===== src/rtl/core/ihex_pkg.sv =====
// shared types and constants of the intel hex record parser
`default_nettype none

package ihex_pkg;

  // input item codes
  localparam logic IN_CHAR    = 1'b0;
  localparam logic IN_RESTART = 1'b1;

  // result kinds
  localparam logic [2:0] KIND_WRITE    = 3'd0;
  localparam logic [2:0] KIND_END      = 3'd1;
  localparam logic [2:0] KIND_TOO_LONG = 3'd2;
  localparam logic [2:0] KIND_ADDR_OVF = 3'd3;
  localparam logic [2:0] KIND_CS_FAIL  = 3'd4;

  localparam logic [7:0] CHAR_COLON = 8'h3A;
  localparam logic [7:0] CHAR_CR    = 8'h0D;

  typedef struct packed {
    logic       op;
    logic [7:0] char_in;
  } in_item_t;

  typedef struct packed {
    logic [2:0]  kind;
    logic [15:0] write_addr;
    logic [7:0]  write_data;
    logic [7:0]  expected_sum;
    logic        last;
  } out_item_t;

  // datapath operations, one per cycle
  typedef enum logic [3:0] {
    OP_NONE,
    OP_CLEAR,
    OP_NIBBLE,
    OP_LEN,
    OP_AHI,
    OP_ALO,
    OP_TYPE,
    OP_DATA,
    OP_BURST_START,
    OP_READ,
    OP_WRITE_OUT,
    OP_END_OUT,
    OP_LONG_OUT,
    OP_OVF_OUT,
    OP_CSFAIL_OUT
  } dp_op_t;

  typedef struct packed {
    dp_op_t op;
  } ctl_cmd_t;

  typedef struct packed {
    logic is_colon;
    logic is_cr;
    logic too_long;
    logic addr_ovf;
    logic cs_ok;
    logic type_zero;
    logic len_zero;
    logic data_done;
    logic burst_last;
    logic out_free;
  } dp_stat_t;

endpackage

`default_nettype wire


===== src/rtl/core/ihex_ram.sv =====
// generic single-write, single-read ram with registered read data
`default_nettype none

module ihex_ram #(
  parameter int WIDTH = 8,
  parameter int DEPTH = 16
) (
  input  wire logic                                   clk,
  input  wire logic                                   we,
  input  wire logic [(DEPTH > 1 ? $clog2(DEPTH) : 1)-1:0] waddr,
  input  wire logic [WIDTH-1:0]                       wdata,
  input  wire logic                                   re,
  input  wire logic [(DEPTH > 1 ? $clog2(DEPTH) : 1)-1:0] raddr,
  output logic      [WIDTH-1:0]                       rdata
);

  logic [WIDTH-1:0] mem [DEPTH];

  always_ff @(posedge clk) begin
    if (we) begin
      mem[waddr] <= wdata;
    end
    if (re) begin
      rdata <= mem[raddr];
    end
  end

endmodule

`default_nettype wire


===== src/rtl/core/ihex_ctrl.sv =====
// parse sequencer: record phases, halt and write burst
`default_nettype none

module ihex_ctrl import ihex_pkg::*; (
  input  wire logic     clk,
  input  wire logic     rst_n,
  input  wire logic     in_valid,
  input  wire in_item_t in_data,
  output logic          in_ready,
  input  wire dp_stat_t stat,
  output ctl_cmd_t      cmd
);

  typedef enum logic [4:0] {
    S_WAIT, S_LEN_H, S_LEN_L, S_AHI_H, S_AHI_L, S_ALO_H, S_ALO_L,
    S_TYPE_H, S_TYPE_L, S_DATA_H, S_DATA_L, S_CS_H, S_CS_L,
    S_TERM, S_TERM2, S_HALT, S_RD, S_EMIT
  } state_t;

  state_t state_r, state_nxt;
  logic   in_fire;

  // the burst owns the output register, characters wait
  assign in_ready = (state_r != S_RD) && (state_r != S_EMIT) && stat.out_free;
  assign in_fire  = in_valid && in_ready;

  always_comb begin
    state_nxt = state_r;
    cmd.op    = OP_NONE;
    if (state_r == S_RD) begin
      cmd.op    = OP_READ;
      state_nxt = S_EMIT;
    end else if (state_r == S_EMIT) begin
      if (stat.out_free) begin
        cmd.op    = OP_WRITE_OUT;
        state_nxt = stat.burst_last ? S_TERM : S_RD;
      end
    end else if (in_fire) begin
      if (in_data.op == IN_RESTART) begin
        cmd.op    = OP_CLEAR;
        state_nxt = S_WAIT;
      end else begin
        unique case (state_r)
          S_WAIT: begin
            if (stat.is_colon) begin
              cmd.op    = OP_CLEAR;
              state_nxt = S_LEN_H;
            end else begin
              cmd.op    = OP_END_OUT;
              state_nxt = S_HALT;
            end
          end
          S_LEN_H: begin
            cmd.op    = OP_NIBBLE;
            state_nxt = S_LEN_L;
          end
          S_LEN_L: begin
            if (stat.too_long) begin
              cmd.op    = OP_LONG_OUT;
              state_nxt = S_HALT;
            end else begin
              cmd.op    = OP_LEN;
              state_nxt = S_AHI_H;
            end
          end
          S_AHI_H: begin
            cmd.op    = OP_NIBBLE;
            state_nxt = S_AHI_L;
          end
          S_AHI_L: begin
            cmd.op    = OP_AHI;
            state_nxt = S_ALO_H;
          end
          S_ALO_H: begin
            cmd.op    = OP_NIBBLE;
            state_nxt = S_ALO_L;
          end
          S_ALO_L: begin
            if (stat.addr_ovf) begin
              cmd.op    = OP_OVF_OUT;
              state_nxt = S_HALT;
            end else begin
              cmd.op    = OP_ALO;
              state_nxt = S_TYPE_H;
            end
          end
          S_TYPE_H: begin
            cmd.op    = OP_NIBBLE;
            state_nxt = S_TYPE_L;
          end
          S_TYPE_L: begin
            cmd.op    = OP_TYPE;
            state_nxt = stat.len_zero ? S_CS_H : S_DATA_H;
          end
          S_DATA_H: begin
            cmd.op    = OP_NIBBLE;
            state_nxt = S_DATA_L;
          end
          S_DATA_L: begin
            cmd.op    = OP_DATA;
            state_nxt = stat.data_done ? S_CS_H : S_DATA_H;
          end
          S_CS_H: begin
            cmd.op    = OP_NIBBLE;
            state_nxt = S_CS_L;
          end
          S_CS_L: begin
            if (!stat.cs_ok) begin
              cmd.op    = OP_CSFAIL_OUT;
              state_nxt = S_HALT;
            end else if (stat.type_zero && !stat.len_zero) begin
              cmd.op    = OP_BURST_START;
              state_nxt = S_RD;
            end else begin
              state_nxt = S_TERM;
            end
          end
          S_TERM:  state_nxt = stat.is_cr ? S_TERM2 : S_WAIT;
          S_TERM2: state_nxt = S_WAIT;
          S_HALT:  state_nxt = S_HALT;
          default: state_nxt = S_WAIT;
        endcase
      end
    end
  end

  always_ff @(posedge clk) begin
    if (!rst_n) begin
      state_r <= S_WAIT;
    end else begin
      state_r <= state_nxt;
    end
  end

endmodule

`default_nettype wire


===== src/rtl/core/ihex_dp.sv =====
// record fields, checksum, line buffer and output register
`default_nettype none

module ihex_dp import ihex_pkg::*; #(
  parameter int MAX_RECORD_BYTES = 16,
  parameter int ADDR_WIDTH       = 16
) (
  input  wire logic      clk,
  input  wire logic      rst_n,
  input  wire in_item_t  in_data,
  input  wire ctl_cmd_t  cmd,
  output dp_stat_t       stat,
  output logic           out_valid,
  input  wire logic      out_ready,
  output out_item_t      out_data
);

  localparam int CNT_W = $clog2(MAX_RECORD_BYTES + 1);
  localparam int IDX_W = (MAX_RECORD_BYTES > 1) ? $clog2(MAX_RECORD_BYTES) : 1;
  localparam int SUM_W = ((ADDR_WIDTH > 16) ? ADDR_WIDTH : 16) + 1;
  localparam logic [SUM_W-1:0] ADDR_LIMIT = SUM_W'((64'd1 << ADDR_WIDTH) - 64'd1);

  function automatic logic [3:0] nibble_of(input logic [7:0] c);
    logic [3:0] n;
    if (c >= 8'h30 && c <= 8'h39) begin
      n = c[3:0];
    end else if ((c >= 8'h61 && c <= 8'h66) || (c >= 8'h41 && c <= 8'h46)) begin
      n = c[3:0] + 4'd9;
    end else begin
      n = 4'hF;
    end
    return n;
  endfunction

  logic [3:0]       hi_nib_r, hi_nib_nxt;
  logic [CNT_W-1:0] len_r, len_nxt;
  logic [15:0]      addr_r, addr_nxt;
  logic [7:0]       type_r, type_nxt;
  logic [7:0]       sum_r, sum_nxt;
  logic [CNT_W-1:0] cnt_r, cnt_nxt;
  logic             out_valid_r, out_valid_nxt;
  out_item_t        out_r, out_nxt;

  logic [7:0]       byte_in;
  logic [7:0]       expect_sum;
  logic [7:0]       ram_rdata;
  logic [CNT_W:0]   cnt_inc;

  assign byte_in    = {hi_nib_r, nibble_of(in_data.char_in)};
  assign expect_sum = 8'd0 - sum_r;
  assign cnt_inc    = {1'b0, cnt_r} + (CNT_W + 1)'(1);

  always_comb begin
    stat.is_colon   = (in_data.char_in == CHAR_COLON);
    stat.is_cr      = (in_data.char_in == CHAR_CR);
    stat.too_long   = (byte_in > 8'(MAX_RECORD_BYTES));
    stat.addr_ovf   = (SUM_W'({addr_r[15:8], byte_in}) + SUM_W'(len_r)) > ADDR_LIMIT;
    stat.cs_ok      = (byte_in == expect_sum);
    stat.type_zero  = (type_r == 8'd0);
    stat.len_zero   = (len_r == '0);
    stat.data_done  = (cnt_inc >= {1'b0, len_r});
    stat.burst_last = (cnt_inc == {1'b0, len_r});
    stat.out_free   = !out_valid_r || out_ready;
  end

  ihex_ram #(
    .WIDTH (8),
    .DEPTH (MAX_RECORD_BYTES)
  ) u_line_buf (
    .clk   (clk),
    .we    (cmd.op == OP_DATA),
    .waddr (cnt_r[IDX_W-1:0]),
    .wdata (byte_in),
    .re    (cmd.op == OP_READ),
    .raddr (cnt_r[IDX_W-1:0]),
    .rdata (ram_rdata)
  );

  always_comb begin
    hi_nib_nxt    = hi_nib_r;
    len_nxt       = len_r;
    addr_nxt      = addr_r;
    type_nxt      = type_r;
    sum_nxt       = sum_r;
    cnt_nxt       = cnt_r;
    out_nxt       = out_r;
    out_valid_nxt = out_valid_r && !out_ready;
    unique case (cmd.op)
      OP_CLEAR: begin
        hi_nib_nxt = '0;
        len_nxt    = '0;
        addr_nxt   = '0;
        type_nxt   = '0;
        sum_nxt    = '0;
        cnt_nxt    = '0;
      end
      OP_NIBBLE: hi_nib_nxt = nibble_of(in_data.char_in);
      OP_LEN: begin
        len_nxt = byte_in[CNT_W-1:0];
        sum_nxt = byte_in;
      end
      OP_AHI: begin
        addr_nxt = {byte_in, 8'd0};
        sum_nxt  = sum_r + byte_in;
      end
      OP_ALO: begin
        addr_nxt = {addr_r[15:8], byte_in};
        sum_nxt  = sum_r + byte_in;
      end
      OP_TYPE: begin
        type_nxt = byte_in;
        sum_nxt  = sum_r + byte_in;
        cnt_nxt  = '0;
      end
      OP_DATA: begin
        sum_nxt = sum_r + byte_in;
        cnt_nxt = cnt_inc[CNT_W-1:0];
      end
      OP_BURST_START: cnt_nxt = '0;
      OP_READ: ;
      OP_WRITE_OUT: begin
        out_nxt       = '{kind: KIND_WRITE, write_addr: addr_r + 16'(cnt_r),
                          write_data: ram_rdata, expected_sum: 8'd0,
                          last: stat.burst_last};
        out_valid_nxt = 1'b1;
        cnt_nxt       = cnt_inc[CNT_W-1:0];
      end
      OP_END_OUT: begin
        out_nxt       = '{kind: KIND_END, write_addr: 16'd0,
                          write_data: in_data.char_in, expected_sum: 8'd0, last: 1'b1};
        out_valid_nxt = 1'b1;
      end
      OP_LONG_OUT: begin
        out_nxt       = '{kind: KIND_TOO_LONG, write_addr: 16'd0,
                          write_data: 8'd0, expected_sum: 8'd0, last: 1'b1};
        out_valid_nxt = 1'b1;
      end
      OP_OVF_OUT: begin
        out_nxt       = '{kind: KIND_ADDR_OVF, write_addr: {addr_r[15:8], byte_in},
                          write_data: 8'd0, expected_sum: 8'd0, last: 1'b1};
        out_valid_nxt = 1'b1;
      end
      OP_CSFAIL_OUT: begin
        out_nxt       = '{kind: KIND_CS_FAIL, write_addr: addr_r,
                          write_data: byte_in, expected_sum: expect_sum, last: 1'b1};
        out_valid_nxt = 1'b1;
      end
      default: ;
    endcase
  end

  always_ff @(posedge clk) begin
    if (!rst_n) begin
      hi_nib_r    <= '0;
      len_r       <= '0;
      addr_r      <= '0;
      type_r      <= '0;
      sum_r       <= '0;
      cnt_r       <= '0;
      out_valid_r <= 1'b0;
    end else begin
      hi_nib_r    <= hi_nib_nxt;
      len_r       <= len_nxt;
      addr_r      <= addr_nxt;
      type_r      <= type_nxt;
      sum_r       <= sum_nxt;
      cnt_r       <= cnt_nxt;
      out_valid_r <= out_valid_nxt;
    end
  end

  always_ff @(posedge clk) begin
    out_r <= out_nxt;
  end

  assign out_valid = out_valid_r;
  assign out_data  = out_r;

endmodule

`default_nettype wire


===== src/rtl/core/intel_hex_record_parser_top.sv =====
// top level of the intel hex record parser
//
//   channel | direction | handshake           | payload
//   in_     | input     | in_valid/in_ready   | in_item_t  (op, char_in)
//   out_    | output    | out_valid/out_ready | out_item_t (kind, addr, data, sum, last)
//
// one character per cycle while the output register is free
// a good type 0 record of n bytes then emits n writes, each a line buffer
// read and then an output load, input held off meanwhile
// out_ready low while a result is held stalls both the burst and input acceptance
// synchronous reset, no clearing pass: the line buffer is only read where written
`default_nettype none

module intel_hex_record_parser_top import ihex_pkg::*; #(
  parameter int MAX_RECORD_BYTES = 16,
  parameter int ADDR_WIDTH       = 16
) (
  input  wire logic      clk,
  input  wire logic      rst_n,
  input  wire logic      in_valid,
  output logic           in_ready,
  input  wire in_item_t  in_data,
  output logic           out_valid,
  input  wire logic      out_ready,
  output out_item_t      out_data
);

  ctl_cmd_t cmd;
  dp_stat_t stat;

  ihex_ctrl u_ctrl (
    .clk      (clk),
    .rst_n    (rst_n),
    .in_valid (in_valid),
    .in_data  (in_data),
    .in_ready (in_ready),
    .stat     (stat),
    .cmd      (cmd)
  );

  ihex_dp #(
    .MAX_RECORD_BYTES (MAX_RECORD_BYTES),
    .ADDR_WIDTH       (ADDR_WIDTH)
  ) u_dp (
    .clk       (clk),
    .rst_n     (rst_n),
    .in_data   (in_data),
    .cmd       (cmd),
    .stat      (stat),
    .out_valid (out_valid),
    .out_ready (out_ready),
    .out_data  (out_data)
  );

  // no request taken while a held result would be overwritten
  a_no_overwrite: assert property (@(posedge clk) disable iff (!rst_n)
    !(in_valid && in_ready && out_valid && !out_ready))
    else $error("input accepted while result pending");

  // every non-write result closes its request
  a_err_last: assert property (@(posedge clk) disable iff (!rst_n)
    out_valid && (out_data.kind != KIND_WRITE) |-> out_data.last)
    else $error("error result without last");

  // error and end results halt: no further result follows without a new request
  a_halt_quiet: assert property (@(posedge clk) disable iff (!rst_n)
    out_valid && out_ready && (out_data.kind != KIND_WRITE) && !in_valid
    |=> !out_valid)
    else $error("result after halt");

  a_kind_range: assert property (@(posedge clk) disable iff (!rst_n)
    out_valid |-> (out_data.kind <= KIND_CS_FAIL))
    else $error("bad result kind");

endmodule

`default_nettype wire


===== config.mk =====
export PLATFORM = sky130hd
export DESIGN_NAME = intel_hex_record_parser_top
export DESIGN_NICKNAME = d
export VERILOG_FILES = /design/src/rtl/core/ihex_pkg.sv /design/src/rtl/core/ihex_ram.sv /design/src/rtl/core/ihex_ctrl.sv /design/src/rtl/core/ihex_dp.sv /design/src/rtl/core/intel_hex_record_parser_top.sv
export SDC_FILE = /design/constraint.sdc
export NUM_CORES = 1
export LEC_CHECK = 0
export BUFFER_PORTS_ARGS = -buffer_cell sky130_fd_sc_hd__buf_4
export CELL_PAD_IN_SITES_DETAIL_PLACEMENT = 1
export CELL_PAD_IN_SITES_GLOBAL_PLACEMENT = 2
export CORE_MARGIN = 5
export CORE_UTILIZATION = 47
export CTS_CLUSTER_SIZE = 8
export DETAILED_ROUTE_END_ITERATION = 7
export GPL_ROUTABILITY_DRIVEN = 0
export PLACE_DENSITY = 0.93
export SETUP_SLACK_MARGIN = 0.1
export SLEW_MARGIN = 20
export SYNTH_ARGS = -nofsm -noshare
export SYNTH_HDL_FRONTEND = slang
export SYNTH_SLANG_ARGS = --single-unit
export TNS_END_PERCENT = 5

===== constraint.sdc =====
create_clock -name clk -period 13.55 [get_ports clk]
set_input_delay 2.71 -clock clk [delete_from_list [all_inputs] [get_ports clk]]
set_output_delay 2.71 -clock clk [all_outputs]
set_load 0.05 [all_outputs]

==> flow_summary.toml, run 1 <==
[status]
status = "finished clean"

[final_layout]
syn_to_final_growth_pct = 16.1
antennaDiodeCount = 0
multiInputGateArea_um2 = 4300
drive_above_1_share_pct = 19.8
nets = 946
instances_no_fill = 1209
layout.cells.most_common = "edfxtp_1"
layout_common_cells = "edfxtp_1 (172), buf_4 (74), nor2_1 (57)"
fin_util_pct = 55.5
final-seq-area_um2 = 6210
fill_cells = 2268

[grt]
grt_pass1_vias = 8121
antenna_found_initial = 0
grt_busiest_layer = "met2"
grt_overflow_total = 0
grt_usage_pct = 24.3
grt_max_degree = 37
grt_pass1_wl_um = 49200
met2_usage_pct = 39.6
met3_usage_pct = 5.23
use_met1_pct = 32.7

[power_and_ir_drop]
ir_drop_uv = 73.7
leakagePower_uw = 0.00464
power_density_nw_per_um2 = 142

[drt]
wire_per_inst_um = 26.4
wirelength_um = 32000
drc = 0
vias_per_cell = 6.46
detail-route-antenna-nets = 0
first_iter_violations = 743
vias = 7807
dr.pass1.iters = 8

[cts]
clockRootBuffer = "clkbuf_16"
cts_max_path_buffers = 3
cts_tree = "done"
cts_sinks = 224
htree_levels = 2
clk_latency_ns = 0.53
cts_hold_buf = 0
clkTransAtPathRegs_ns = 0.05
post_cts_buffers = 0
cts_buffers = 34
cts_resized = 0

[place]
io_buffers = 50
detailed_place_hpwl_um = 21100
dp_cells = 1148
dp_slack_ns = 6.18

[floorplan]
num_rows = 55
core_um2 = 22600
die_h_um = 162
die_x_um = 162
die-area_um2 = 26100
ios = 51
initial_core_util_pct = 47.8

[logic_synthesis]
yosysWarnings = 0
synth_seq_cells = 224
synthArstFlopShare_pct = 0
synth_area_um2 = 10800
ys_types = 86
avgSynthCellArea_um2 = 13.0
synth_nets = 878
synthCells = 831
synth_seq_area_share_pct = 57.4
synth_ff_type = "edfxtp_1"
synth_edf_count = 172

[worst_setup_path]
crit_path_max_incr_delay_ns = 0.55
cp_data_required_time_ns = 13.71
startpoint = "in_data[0]"
cp-end-kind = "register"
reg2reg_from = "u_dp.sum_r[1]$_SDFFE_PN0P_"
path_class = "input pin to register"
crit_arrival_ns = 7.16
critPathMaxFanout = 26
crit_slowest_cell = "a31oi_2"
reg2reg_slack_ns = 9.00
path_cells = "buf_4 -> inv_1 -> ha_1 -> or3b_1 -> nand4_1 -> nor3_1 -> a21oi_2 -> buf_4 -> ha_1 -> a21oi_1 -> a31oi_1 -> a21oi_1 -> a31oi_2 -> nand2_1 -> nor3b_1 -> and2_1"
critPathLaunchType = "input pin"

[worst_hold_path]
hold_class = "register to register"
worstHoldStart = "u_dp.type_r[4]$_SDFFE_PN0P_"

[sta]
setup_viol = 0
fin_ws_ns = 6.55
setup_tns_ns = 0
hold_violations = 0
max_slew_margin_pct = 30.7
skew_ns = 0.0152
rsz0062_at_grt = "no"
period_share_pct = 51.7
fmax_mhz = 143
worst_slew_pin_slew_ns = 1.04
slew_violations = 0
min_period_ns = 7.00

[flow_run]
max_cap_violations = 0
## path summary, 6_finish.rpt
path	cells past startpoint	to
setup / recovery	16	u_dp.u_line_buf.mem[4][7]$_DFFE_PP_
hold reg to reg	1	u_dp.type_r[4]$_SDFFE_PN0P_
hold / removal	1	u_dp.type_r[4]$_SDFFE_PN0P_
setup reg to reg	11	u_dp.u_line_buf.mem[4][7]$_DFFE_PP_
## stage by stage
| stage | cell area, um2 | hold WS, ns | total power (uW) |
|---|---|---|---|
| 2_1_floorplan | 10800 | 0.442 | 922 |
| 3_3_place_gp | 11600 | 0.449 | 984 |
| 3_5_place_dp | 11600 | 0.459 | 991 |
| 4_1_cts | 12600 | 0.472 | 1780 |
| 5_1_grt | 12600 | 0.491 | 1840 |
| 6_report | 12600 | 0.471 | 1780 |
## state kept, by name, summed over array words and instances, names as in the netlist
register               cells
u_dp.cnt_r                 5
u_dp.addr_r               16
u_dp.hi_nib_r              4
u_dp.sum_r                 8
u_dp.out_valid             1
u_dp.len_r                 5
u_dp.out_data             36
u_dp.u_line_buf.mem      128
u_ctrl.state_r             5
u_dp.type_r                8
u_dp.u_line_buf.rdata      8
## where the power goes
part           internal (uW)  switching [uW]  leakage (uW)
logic                   70.3             143       0.00197
registers                753            17.3       0.00220
clock network            476             319      0.000476
total                   1300             479       0.00464
## critical path, delay by kind of cell
family          cells  cell delay (ns)
buf+inv             3             0.65
simple gates        6             2.07
fa+ha+maj           2             0.46
compound gates      5             1.23
## cell families (layout without fill, tap and decap cells)
kind of cell    Yosys count  count (layout)  share of synthesized area (%)
xor+xnor                 23              23                           1.99
flops                   224             224                           57.4
compound gates          207             207                           14.2
mux                      42              42                           8.53
simple gates            224             224                           10.8
buf+inv                  77             170                           2.87
fa+ha+maj                34              34                           4.14
## Yosys cell counts, types with 7 or more instances
| cell | count | area (um2) |
|---|---|---|
| xor2_1 | 7 | 61.3 |
| inv_1 | 34 | 128 |
| o22ai_1 | 7 | 43.8 |
| a21o_1 | 8 | 60.1 |
| nor4_1 | 10 | 62.6 |
| nand2b_1 | 11 | 68.8 |
| xnor2_1 | 15 | 131 |
| and2_1 | 8 | 50.1 |
| dfxtp_1 | 52 | 1040 |
| nor3_1 | 20 | 100 |
| nor2b_1 | 7 | 43.8 |
| ha_1 | 31 | 388 |
| a32o_1 | 9 | 90.1 |
| a31oi_1 | 9 | 56.3 |
| buf_2 | 8 | 40.0 |
| a21oi_1 | 34 | 170 |
| mux4_2 | 40 | 901 |
| o31ai_1 | 7 | 52.6 |
| nor2_1 | 57 | 214 |
| clkbuf_1 | 29 | 109 |
| nand2_1 | 46 | 173 |
| a22o_1 | 27 | 236 |
| and3_1 | 7 | 43.8 |
| nand3_1 | 17 | 85.1 |
| o21ai_0 | 39 | 195 |
| edfxtp_1 | 172 | 5160 |
## final cells by class
class / count / area share [%]
Timing Repair Buffer: 74 / 4.42
Tap cell: 285 / 2.84
Clock buffer: 57 / 7.46
Sequential cell: 224 / 49.4
Multi-Input combinational cell: 530 / 34.3
Clock inverter: 4 / 0.538
Inverter: 35 / 1.05
## routing by layer
layer | vias up | wire (um) | part of all wire (%)
li1 | 3405 | - | -
met1 | 4004 | 13400 | 42
met2 | 319 | 15100 | 47
met3 | 79 | 2400 | 7.5
met4 | 0 | 1040 | 3.3
met5 | - | 0 | 0
(Power assumes the default switching activity.)
==> run 2, diff against run 1 <==
--- a/config.mk
+++ b/config.mk
@@ -9,11 +9,11 @@
 export CELL_PAD_IN_SITES_DETAIL_PLACEMENT = 1
 export CELL_PAD_IN_SITES_GLOBAL_PLACEMENT = 2
 export CORE_MARGIN = 5
-export CORE_UTILIZATION = 47
+export CORE_UTILIZATION = 39
 export CTS_CLUSTER_SIZE = 8
 export DETAILED_ROUTE_END_ITERATION = 7
 export GPL_ROUTABILITY_DRIVEN = 0
-export PLACE_DENSITY = 0.93
+export PLACE_DENSITY = 0.83
 export SETUP_SLACK_MARGIN = 0.1
 export SLEW_MARGIN = 20
 export SYNTH_ARGS = -nofsm -noshare
==> constraint.sdc (replaced) <==
create_clock -name clk -period 6 [get_ports clk]
set_input_delay 1.2 -clock clk [delete_from_list [all_inputs] [get_ports clk]]
set_output_delay 1.2 -clock clk [all_outputs]
set_load 0.05 [all_outputs]
==> flow_summary.toml, run 2 (synthesized netlist as in run 1, its figures left out) <==
[drt]
wirelength_um = 30600
drc = 0
first_iter_violations = 590
wire_per_inst_um = 23.4
detail-route-antenna-nets = 0
dr.pass1.iters = 5
vias_per_cell = 5.72
vias = 7482

[grt]
grt_usage_pct = 19.6
use_met1_pct = 29.1
grt_busiest_layer = "met2"
antenna_found_initial = 1
grt_pass1_wl_um = 47800
grt_pass1_vias = 7806
grt_max_degree = 37
met2_usage_pct = 31.6
grt_overflow_total = 0
met3_usage_pct = 2.40

[worst_setup_path]
cp_data_required_time_ns = 6.44
path_class = "input pin to register"
critPathLaunchType = "input pin"
cp-end-kind = "register"
critPathMaxFanout = 10
crit_arrival_ns = 5.31

[cts]
cts_resized = 0
cts_hold_buf = 0
htree_levels = 1
clkTransAtPathRegs_ns = 0.06
clk_latency_ns = 0.56
clockRootBuffer = "clkbuf_16"
cts_tree = "done"
cts_max_path_buffers = 3
cts_sinks = 224
post_cts_buffers = 0
cts_buffers = 31

[final_layout]
reg.largest.list = "u_dp.u_line_buf.mem x128, u_dp.out_data x36, u_dp.addr_r x16"
layout.cells.most_common = "edfxtp_1"
nets = 953
syn_to_final_growth_pct = 16.8
largest_register_ffs = 128
antennaDiodeCount = 0
layout_common_cells = "edfxtp_1 (172), buf_4 (84), nor2_1 (57)"
drive_above_1_share_pct = 20.1
fin_util_pct = 45.8
top_register = "u_dp.u_line_buf.mem"

[floorplan]
num_rows = 61
initial_core_util_pct = 39.2
ios = 51
die_h_um = 177
die-area_um2 = 31200
die_x_um = 177
core_um2 = 27600

[sta]
skew_ns = 0.0171
period_share_pct = 81.2
hold_violations = 0
setup_tns_ns = 0
setup_viol = 0
worst_slew_pin_slew_ns = 0.952
slew_violations = 0
max_slew_margin_pct = 35.7
rsz0062_at_grt = "no"
min_period_ns = 4.87
fmax_mhz = 205

[power_and_ir_drop]
power_density_nw_per_um2 = 303
ir_drop_uv = 194
leakagePower_uw = 0.00463

[place]
detailed_place_hpwl_um = 21100
io_buffers = 50

[flow_run]
max_cap_violations = 0

[worst_hold_path]
hold_class = "register to register"

[status]
status = "finished clean"
==> run 2: changes by cell type in the layout (fill, tap and decap cells not counted) <==
cell / delta
buf_4: +10
inv_6: -1
clkinv_4: -1
clkinv_16: -1
clkbuf_16: -3
clkbuf_1: +2
==> run 2: layout make-up <==
class                   count  area [um2]
flip-flops and latches    224        6210
well taps                 378         473
clock buffers              56         870
fillers                  2818       14900
inverters                  35         131
multi-input cells         530        4300
repair buffers             84         631
clock inverters             1        20.0
==> run 2: worst max-delay path, cell delays in order <==
cell	delay (ns)
buf_4	0.13
inv_1	0.18
ha_1	0.24
or3b_1	0.41
and4_1	0.24
a21oi_1	0.25
or3_1	0.19
ha_1	0.23
nand3_1	0.08
nand2_1	0.05
a21oi_1	0.14
o21ai_1	0.10
o31ai_1	0.31
nand3_1	0.15
and2b_1	0.50
o21ai_4	0.19
o31a_1	0.42
a22o_1	0.27
==> run 2: worst paths after layout <==
check / to / depth (start not counted) / slack, ns / startpoint
min reg2reg: u_dp.type_r[0]$_SDFFE_PN0P_ / 1 / 0.47 / u_dp.type_r[0]$_SDFFE_PN0P_
min: u_dp.type_r[0]$_SDFFE_PN0P_ / 1 / 0.47 / u_dp.type_r[0]$_SDFFE_PN0P_
max reg2reg: u_dp.u_line_buf.mem[7][1]$_DFFE_PP_ / 11 / 1.85 / u_dp.sum_r[1]$_SDFFE_PN0P_
max: u_dp.addr_r[15]$_SDFFE_PN0P_ / 18 / 1.13 / in_data[0]
==> run 2: layer usage <==
metal	vias to the layer above	routed length [um]	part of all wire [%]
met2	215	14200	47
met4	0	425	1.4
met3	34	1640	5.4
met1	3821	14300	47
li1	3412	-	-
met5	-	0	0
==> run 2: power breakdown <==
part / internal, uW / total (uW) / switching (uW)
clock network: 966 / 1610 / 640
logic: 159 / 478 / 319
registers: 1700 / 1740 / 42.1
total: 2830 / 3830 / 1000
==> run 2: metrics by stage <==
step / power (uW) / setup WS [ns] / hold WS (ns) / area [um2] / std cells
6_report: 3830 / 1.13 / 0.466 / 12600 / 1308
3_5_place_dp: 2240 / 0.622 / 0.459 / 11700 / 1251
3_3_place_gp: 2240 / 0.778 / 0.448 / 11700 / 1251
2_1_floorplan: 2080 / 0.371 / 0.442 / 10800 / 831
4_1_cts: 3850 / 1.19 / 0.471 / 12600 / 1308
5_1_grt: 3970 / 0.891 / 0.498 / 12600 / 1308
